<file path="src/hw/rtl/float_to_int8_quantizer_defines.svh">
// Assertion macros for the float to int8 quantizer
`ifndef FLOAT_TO_INT8_QUANTIZER_DEFINES_SVH
`define FLOAT_TO_INT8_QUANTIZER_DEFINES_SVH
`ifndef ASSERT_OFF
`define F2I_ASSERT(label, clk, rst_n, prop, msg) \
  label: assert property (@(posedge clk) disable iff (!rst_n) prop) else $error(msg);
`else
`define F2I_ASSERT(label, clk, rst_n, prop, msg)
`endif
`ifndef ASSERT_OFF
`define F2I_ASSERT_NR(label, clk, prop, msg) \
  label: assert property (@(posedge clk) prop) else $error(msg);
`else
`define F2I_ASSERT_NR(label, clk, prop, msg)
`endif
`endif

</file>
<file path="src/hw/rtl/f2i_pkg.sv">
// ----------------------------------------------------------------------------
// f2i_pkg
// Types and constants shared by the quantizer modules.
// ----------------------------------------------------------------------------
`default_nettype none
package f2i_pkg;
  localparam int unsigned FIELD_LANES = 4;
  localparam logic [31:0] SCALE_RESET = 32'h3F80_0000;

  typedef logic [31:0] fp32_t;
  typedef logic signed [7:0] q8_t;
  typedef logic [2:0] cnt_t;

  // per-lane product, kept after the multiplier register
  typedef struct packed {
    logic        nan;
    logic        sign;
    logic        zero;
    logic        big;     // infinite operand, saturates
    logic [9:0]  exp;     // biased, unbounded small
    logic [47:0] mant;    // raw 24x24 product
  } prod_t;

  // per-lane product as fixed point, kept in the align register
  typedef struct packed {
    logic        nan;
    logic        sign;
    logic        zero;
    logic        big;
    logic        ovf;     // |p| >= 2^41 or infinite, saturates
    logic        lost;    // nonzero bits below the fixed-point lsb
    logic [71:0] mfix;    // |p|, 28 fraction bits
  } algn_t;
endpackage
`default_nettype wire

</file>
<file path="src/hw/rtl/f2i_mul.sv">
// ----------------------------------------------------------------------------
// f2i_mul
// Lane multiplier stage: unpacks x and scale, one 24x24 multiply.
// ----------------------------------------------------------------------------
`default_nettype none
module f2i_mul (
  input  wire logic          x,
  input  wire f2i_pkg::fp32_t xv,
  input  wire f2i_pkg::fp32_t sv,
  output f2i_pkg::prod_t     p
);
  import f2i_pkg::*;
  logic [7:0] ex, es;
  logic [23:0] mx, ms;
  logic xnan, snan, xinf, sinf, xz, sz;
  logic [9:0] esum;
  always_comb begin
    ex = xv[30:23];
    es = sv[30:23];
    mx = {ex != 8'd0, xv[22:0]};
    ms = {es != 8'd0, sv[22:0]};
    xnan = (ex == 8'hFF) && (xv[22:0] != 23'd0);
    snan = (es == 8'hFF) && (sv[22:0] != 23'd0);
    xinf = (ex == 8'hFF) && (xv[22:0] == 23'd0);
    sinf = (es == 8'hFF) && (sv[22:0] == 23'd0);
    xz = (xv[30:0] == 31'd0);
    sz = (sv[30:0] == 31'd0);
    // exponent of the product, value = mant * 2^(esum-254-46); denormal exp is 1
    esum = {2'b00, (ex == 8'd0) ? 8'd1 : ex} + {2'b00, (es == 8'd0) ? 8'd1 : es};
    p.sign = xv[31] ^ sv[31];
    p.nan = x & (xnan | snan | (xinf & sz) | (sinf & xz));
    p.zero = xz | sz;
    p.big = xinf | sinf;
    p.exp = esum;
    p.mant = mx * ms;
  end
endmodule
`default_nettype wire

</file>
<file path="config.mk">
export PLATFORM = sky130hd
export DESIGN_NAME = f2i_mul
export DESIGN_NICKNAME = d
export VERILOG_FILES = /design/src/hw/rtl/float_to_int8_quantizer_defines.svh /design/src/hw/rtl/f2i_pkg.sv /design/src/hw/rtl/f2i_mul.sv
export SDC_FILE = /design/constraint.sdc
export NUM_CORES = 1
export LEC_CHECK = 0
export BUFFER_PORTS_ARGS = -buffer_cell sky130_fd_sc_hd__buf_2
export CORE_ASPECT_RATIO = 0.6
export CORE_MARGIN = 10
export CORE_UTILIZATION = 35
export DETAILED_ROUTE_END_ITERATION = 10
export PLACE_DENSITY = 0.54
export SLEW_MARGIN = 20
export SYNTH_ARGS = -nofsm -noshare
export SYNTH_HDL_FRONTEND = slang
export SYNTH_SLANG_ARGS = --single-unit
</file>
<file path="constraint.sdc">
create_clock -name vclk -period 8.5
set_input_delay 1.275 -clock vclk [all_inputs]
set_output_delay 1.275 -clock vclk [all_outputs]
set_load 0.02 [all_outputs]
</file>
==> results.ini, run 1 <==
[run_status]
outcome=complete, but fails checks
violations=setup timing

[yosys]
count_of_synthesis_stage_warnings_from_yosys=0
syn_inst=2252
mappedNetlistNets=2982
ys_seq_area_frac=0
synthDistinctLibCells=61
syn_area_per_cell_um2=8.63
syn_area_mm2=0.0194

[sta]
tightest_slew_ps=499
fmaxAchievable_ghz=0.110
finalWorstSetupSlack_ps=-603
final-setup-viol-count=21
unrepaired_setup_endpoints_after_global_routing=true
maxSlewViolCount=0
timing_hold_violations_final=0
worst_rel_slew_slack=0.664
timing.setup.tns_ps=-8150
fin_crit_sh=1.07
fin_crit_ps=9100

[floorplan]
start_util=0.356
design.die.area_mm2=0.0657
core_mm2=0.0546
fp-row-count=66
die_w_um=324
design.portCount=127
die-height_um=203

[min_path]
hold_class=in2out

[setup_path]
setup.worst_path.end_class=output pin
crit_path_category=in2out
worst-endpoint-required_ps=7220
slowest_delay_ps=620
critical_path.startpoint_type=input port
crit_chain=buf_6, nor4_4, nand2_2, buf_4, and2_1, fa_1, inv_1, fa_2, fa_2, fa_2, fa_1, fa_1, fa_1, inv_1, ha_1, a21oi_2, o21ai_1, a31oi_2, a31oi_2, or3_4, o21ai_4, nand4b_1, o311ai_4, buf_6
timing.critical_path.arrival_ps=7830
worst_path_max_delay_cell=fa_2
critPathMaxFanout=4
timing.critical_path.mode_cell=fa_1

[place]
dp_slack_ps=-989
postPlaceCellArea_mm2=0.0231
place_congestion=0.914
place.detailed.hpwl_mm=57.9
port_buffers=126

[final_layout]
regArea_um2=0
clock_buffers=0
fin_nets=3316
sequential_cell_count=0
fin_area_mm2=0.0252
fillCellCount=5226
layout-drive-gt1-share=0.260
final_core_utilization=0.461
area_growth_syn_to_layout_pct=29.4

[drt]
met1_length_mm=32.5
detailroute.wirelength.met3_mm=7.55
dr.pass1.iters=5
detail_route.vias_per_cell=4.87
topRoutingLayerUsed=met5
drc=0
wl_met2_mm=25.7
ant_nets=0
post_drt_wl_per_cell_um=19.9
detail_route.iter0.violations=1120
num_vias=16200
final_routed_wirelength_across_all_metal_layers_mm=66.4

[clocking]
post_cts_hold_buffer_count=0

[global_routing]
antenna_violations_before_repair=2
globalRouteTotalUtil=0.203
overflow=0
grt_pass1_wl_mm=104
number_of_global_route_vias_before_repair=17400
grt_max_degree=20

[flow_run]
drv_cap=0

==> final cells by class <==
type                            instances  area (um2)  area share
Antenna cell                            1        2.50   0.0000995
Multi-Input combinational cell       1582       18200       0.723
Inverter                              529        1990      0.0789
Timing Repair Buffer                  473        4040       0.161
Tap cell                              748         936      0.0372
==> Yosys cell counts, types with 4 or more instances <==
library cell  number  area, um2
fa_1             483       9670
xor2_1            15        131
nand3_1           10       50.1
o21ai_1            4       20.0
clkbuf_1         132        495
nor4_1            15       93.8
buf_2              5       25.0
inv_1            529       1990
and3_1             7       43.8
nand4_1           15       93.8
and2_1           235       1470
nor2_1            24       90.1
nor3_1             5       25.0
o21bai_1           5       37.5
o21ai_0           26        130
a211oi_1           6       45.0
a21o_1            26        195
nand2b_1           4       25.0
xnor2_1           36        315
nand3b_1           7       52.6
a31oi_1            8       50.1
nand2_1          375       1410
ha_1             182       2280
a21oi_1           46        230
==> through the flow <==
stage	cells	hold slack [ps]
6_report	3333	2830
5_1_grt	3332	2860
4_1_cts	3311	2840
3_5_place_dp	3299	2840
3_3_place_gp	3299	2830
2_1_floorplan	2252	2670
==> final timing paths <==
path    from  endpoint  slack, ps  depth (start not counted)
max   sv[28]     p[46]       -600                         24
min   xv[31]     p[60]       2830                          3
==> kinds of logic (layout without fill, tap and decap cells) <==
logic type	count (synthesis)	in the layout	share of synthesized area
multiplexers	1	1	0.000579
AND/OR/NAND/NOR	707	707	0.176
adder cells (fa/ha/maj)	665	665	0.615
XOR/XNOR	51	51	0.0230
other	1	2	0.000193
buffers and inverters	670	1002	0.130
AO/OA/AOI/OAI	157	157	0.0555
==> what timing repair did <==
action                                 in CTS  in global routing
pin swaps                                  83                100
gates resized for setup                   246                178
buffers inserted                           13                 23
setup endpoints to repair                  32                 32
endpoints found under the hold margin       0                  0
cloned                                      1                  1
==> cells in the final DEF, fill, tap and decap left out, types with 5 or more instances in the layout <==
cell	count
nor2_1	14
o21ai_4	8
a21o_1	26
nor4_1	11
nand3_1	5
nand3b_1	7
a21oi_4	7
nand2_2	7
fa_2	24
nor2_4	7
buf_12	20
buf_4	305
o21ai_1	7
and2_4	13
ha_2	6
xnor2_2	9
buf_2	56
xnor2_1	24
a21oi_2	12
inv_1	513
ha_1	154
inv_2	16
buf_6	77
a31oi_2	6
fa_1	459
o21ai_0	10
nand4_1	15
a21oi_1	28
buf_8	10
and2_1	222
o21ai_2	6
nand2_1	365
xor2_1	10
ha_4	22
==> critical path: cells and delay by family <==
family	cells	cell delay, ps
AOI/OAI and AO/OA	6	1010
buffers and inverters	5	520
and+or+nand+nor	5	1150
adders and majority gates	8	3860
==> layer usage <==
layer,track usage,up-vias
li1,-,7266
met4,0.0186,2
met2,0.276,641
met1,0.318,8272
met3,0.0609,36
met5,0,-
Power of run 1 is left out: the tool's default activity adds up to more than one toggle a clock period on the data nets, which glitch-free logic cannot reach.
==> run 2, diff against run 1 <==
==> constraint.sdc (replaced) <==
create_clock -name vclk -period 8.5
set_input_delay 0.85 -clock vclk [all_inputs]
set_output_delay 0.85 -clock vclk [all_outputs]
set_load 0.02 [all_outputs]
==> results.ini, run 2 (synthesized netlist as in run 1, its figures left out) <==
[run_status]
outcome=complete, but fails checks
violations=setup timing

[final_layout]
fin_nets=3152  ; -4.9%
sequential_cell_count=0  ; unchanged
finish.cell_count_without_fillers=3168  ; -5.0%
fillCellCount=5485  ; +5.0%
layout.cells.most_common_list=524 x inv_1, 471 x fa_1, 371 x nand2_1, 233 x and2_1, 176 x buf_4
clock_buffers=0  ; unchanged
multi_input_area_mm2=0.0174  ; -4.4%
regArea_um2=0  ; unchanged
antenna-diode-count=0  ; -1
mostFrequentLayoutCell=inv_1
layout-drive-gt1-share=0.165  ; -0.0956
area_growth_syn_to_layout_pct=15.7
final_core_utilization=0.412  ; -0.0488

[drt]
num_vias=15500  ; -4.2%
drc=0  ; unchanged
ant_nets=0  ; unchanged
detail_route.vias_per_cell=4.91  ; +0.82%
post_drt_wl_per_cell_um=20.5  ; +2.7%
dr.pass1.iters=5  ; unchanged
detail_route.iter0.violations=1300  ; +16%
final_routed_wirelength_across_all_metal_layers_mm=64.8  ; -2.4%

[setup_path]
critPathMaxFanout=5  ; +1
slowest_delay_ps=570  ; -50 ps
crit_chain=buf_8, nor4_4, nand2_2, and2_4, fa_1, inv_2, fa_1, fa_2, fa_2, fa_1, inv_2, fa_1, fa_1, ha_4, a21oi_2, o21ai_4, buf_4, a211oi_2, o211ai_1, a21oi_4, nor2_4, a311o_1, o211ai_1, buf_4
worst_path_max_delay_cell=fa_2
cp_num_buf_inv=5  ; unchanged
timing.critical_path.arrival_ps=7690  ; -140 ps
critical_path.startpoint_type=input port
setup.worst_path.start=sv[25]
cp_top_family=adder cells
setup.worst_path.end_class=output pin
crit_path_category=in2out
worst-endpoint-required_ps=7650  ; +430 ps
timing.critical_path.mode_cell=fa_1

[floorplan]
core_mm2=0.0546  ; unchanged
design.portCount=127  ; unchanged
design.die.area_mm2=0.0657  ; unchanged
die-height_um=203  ; unchanged
die_w_um=324  ; unchanged
fp-row-count=66  ; unchanged
start_util=0.356  ; unchanged

[sta]
finalWorstSetupSlack_ps=-36.8  ; +566 ps
maxSlewViolCount=0  ; unchanged
fin_crit_ps=8540  ; -566 ps
final-setup-viol-count=1  ; -95%
whs_ps=1980  ; -850 ps
fmaxAchievable_ghz=0.117  ; +6.6%
timing_hold_violations_final=0  ; unchanged
fin_crit_sh=1.00  ; -0.0666
tightest_slew_ps=586  ; +86.9 ps
unrepaired_setup_endpoints_after_global_routing=true
worst_rel_slew_slack=0.607  ; -0.0575

[global_routing]
antenna_violations_before_repair=3  ; +1
overflow=0  ; unchanged
grt_pass1_wl_mm=102  ; -2.4%
grt_max_degree=26  ; +30%
globalRouteTotalUtil=0.199  ; -0.00466
number_of_global_route_vias_before_repair=16500  ; -4.7%

[place]
dp_slack_ps=-485  ; +504 ps
place_congestion=0.897  ; -1.8%
place.detailed.hpwl_mm=56.3  ; -2.7%
port_buffers=126  ; unchanged
numPlacedInstances=3157  ; -4.3%

[flow_run]
drv_cap=0  ; unchanged

[min_path]
hold_path.startpoint=xv[31]
hold_class=in2out
whs_path_depth=3  ; unchanged
worstHoldEndpoint=p[60]

[clocking]
post_cts_hold_buffer_count=0  ; unchanged

==> run 2: worst min-delay path: stages <==
cell and delay, ps:
buf_2 80, xor2_1 50, buf_2 150
==> run 2: layout make-up <==
| class | instances | area share |
|---|---|---|
| tap | 748 | 0.0416 |
| inverter | 529 | 0.0883 |
| multi-input combinational | 1583 | 0.773 |
| timing repair buffer | 308 | 0.0973 |
==> run 2: through the flow <==
stage	area, um2	setup TNS [ps]
finish	22500	-36.8
global route	22500	-983
CTS	21900	-12.0
detailed placement	21800	-2720
global placement	21800	-1880
floorplan	19400	0
==> run 2: timing repair <==
action | CTS | global route
hold endpoints to repair | 0 | 0
setup endpoints to repair | 14 | 21
buffers inserted | 2 | 11
resized for setup | 25 | 128
pin swaps | 7 | 46
cloned | 0 | 1
==> run 2: worst max path at each step <==
stage | end | slack [ps] | depth (start not counted)
after CTS | p[46] | -10 | 25
after detailed placement | p[46] | -490 | 28
after global placement | p[44] | -350 | 28
final | p[45] | -40 | 24
after floorplan | p[46] | 400 | 22
after global routing | p[45] | -260 | 24
==> run 2: routing by layer <==
metal | GRT usage | routed length [um]
met1 | 0.320 | 32100
met2 | 0.265 | 24700
met3 | 0.0556 | 7530
met4 | 0.0105 | 469
met5 | 0 | 17
Power of run 2 is left out for the same reason.
==> run 3, diff against run 2 <==
PLACE_DENSITY = 0.52   (was 0.54)
==> results.ini, run 3 (synthesized netlist as in run 1, its figures left out) <==
[sta]
unrepaired_setup_endpoints_after_global_routing=true
fin_crit_ps=8400  ; -141 ps
fmaxAchievable_ghz=0.119  ; +1.7%
tightest_slew_ps=837  ; +251 ps
whs_ps=1990  ; +2.95 ps
fin_crit_sh=0.988  ; -0.0166
finalWorstSetupSlack_ps=105  ; +141 ps
worst_rel_slew_slack=0.436  ; -0.171
timing_hold_violations_final=0  ; unchanged
maxSlewViolCount=0  ; unchanged
final-setup-viol-count=0  ; -1

[drt]
detail_route.iter0.violations=1129  ; -13%
post_drt_wl_per_cell_um=20.1  ; -1.9%
drc=0  ; unchanged
dr.pass1.iters=5  ; unchanged
ant_nets=0  ; unchanged
detail_route.vias_per_cell=4.90  ; -0.10%
num_vias=15500  ; -0.32%
final_routed_wirelength_across_all_metal_layers_mm=63.4  ; -2.1%

[run_status]
outcome=finished clean

[global_routing]
number_of_global_route_vias_before_repair=16500  ; -0.48%
globalRouteTotalUtil=0.196  ; -0.00242
overflow=0  ; unchanged
grt_max_degree=26  ; unchanged
grt_pass1_wl_mm=101  ; -0.81%
antenna_violations_before_repair=2  ; -1

[floorplan]
fp-row-count=66  ; unchanged
design.die.area_mm2=0.0657  ; unchanged
die-height_um=203  ; unchanged
start_util=0.356  ; unchanged
core_mm2=0.0546  ; unchanged
die_w_um=324  ; unchanged
design.portCount=127  ; unchanged

[setup_path]
worst-endpoint-required_ps=7650  ; about the same
critPathMaxFanout=10  ; +5
crit_path_end=p[44]
crit_path_category=in2out
critical_path.startpoint_type=input port
setup.worst_path.end_class=output pin
setup.worst_path.start=sv[25]
timing.critical_path.arrival_ps=7550  ; -140 ps

[final_layout]
layout-drive-gt1-share=0.149  ; -0.0156
regArea_um2=0  ; unchanged
sequential_cell_count=0  ; unchanged
fin_nets=3143  ; -0.29%
multi_input_area_mm2=0.0172  ; -0.93%
mostFrequentLayoutCell=inv_1
area_growth_syn_to_layout_pct=14.3
clock_buffers=0  ; unchanged
fillCellCount=5480  ; -0.091%
layout.cells.most_common_list=528 x inv_1, 474 x fa_1, 373 x nand2_1, 234 x and2_1, 177 x ha_1
final_core_utilization=0.407  ; -0.00486

[place]
port_buffers=126  ; unchanged
place_congestion=0.909  ; +1.3%
dp_slack_ps=-221  ; +264 ps
place.detailed.hpwl_mm=55.9  ; -0.66%

[flow_run]
drv_cap=0  ; unchanged

[min_path]
hold_class=in2out

[run 3: cell count changes in the layout (fill, tap and decap cells not counted), sizes merged]
cell    change
buf         -2
clkbuf      -6
diode       +2
nand2       -1
[run 3: routing by layer]
| metal | GRT usage | up-vias | wire (um) |
|---|---|---|---|
| li1 | - | 6931 | - |
| met3 | 0.0498 | 25 | 7260 |
| met5 | 0 | - | 13 |
| met2 | 0.260 | 604 | 23800 |
| met1 | 0.321 | 7928 | 32200 |
| met4 | 0.00964 | 2 | 249 |
[run 3: layout make-up]
class | count | share of cell area
antenna | 2 | 0.000225
inverter | 529 | 0.0893
multi-input combinational | 1582 | 0.775
tap | 748 | 0.0421
timing repair buffer | 300 | 0.0936
[run 3: worst min path at each step]
stage               slack, ps  startpoint    end  cells past startpoint
floorplan                1820      xv[31]  p[60]                      1
global placement         1980      xv[31]  p[60]                      3
detailed placement       1990      xv[31]  p[60]                      3
CTS                      1990      xv[31]  p[60]                      3
global route             2000      sv[31]  p[60]                      3
finish                   1990      sv[31]  p[60]                      3
[run 3: worst max-delay path, cell delays in order]
cell      delay (ps)
buf_2            130
nor4_4           300
nand2_1          100
buf_6            150
buf_4            130
buf_4            130
nand2_2           60
fa_1             420
fa_1             480
fa_1             530
fa_1             520
inv_2             90
fa_1             490
inv_1             50
fa_1             480
inv_1             50
fa_1             500
ha_4             300
buf_6            120
nand4_1          120
or2_4            250
a211o_1          330
a211oi_4         270
buf_12           160
o21ai_4           80
buf_4            160
xnor2_1          120
buf_4            160
[run 3: metrics by stage]
step	TNS [ps]	instances	area, um2
6_report	0	3161	22200
5_1_grt	-429	3159	22200
4_1_cts	0	3158	21900
3_5_place_dp	-861	3158	21800
3_3_place_gp	-571	3158	21800
2_1_floorplan	0	2252	19400
[run 3: what timing repair did]
action                                  4_1_cts  5_1_grt
endpoints found under the setup margin        8       22
setup buffers                                 0        2
hold buffers                                  0        0
gates resized for setup                      12       81
pin swaps                                     2       26
Power of run 3 is left out for the same reason.
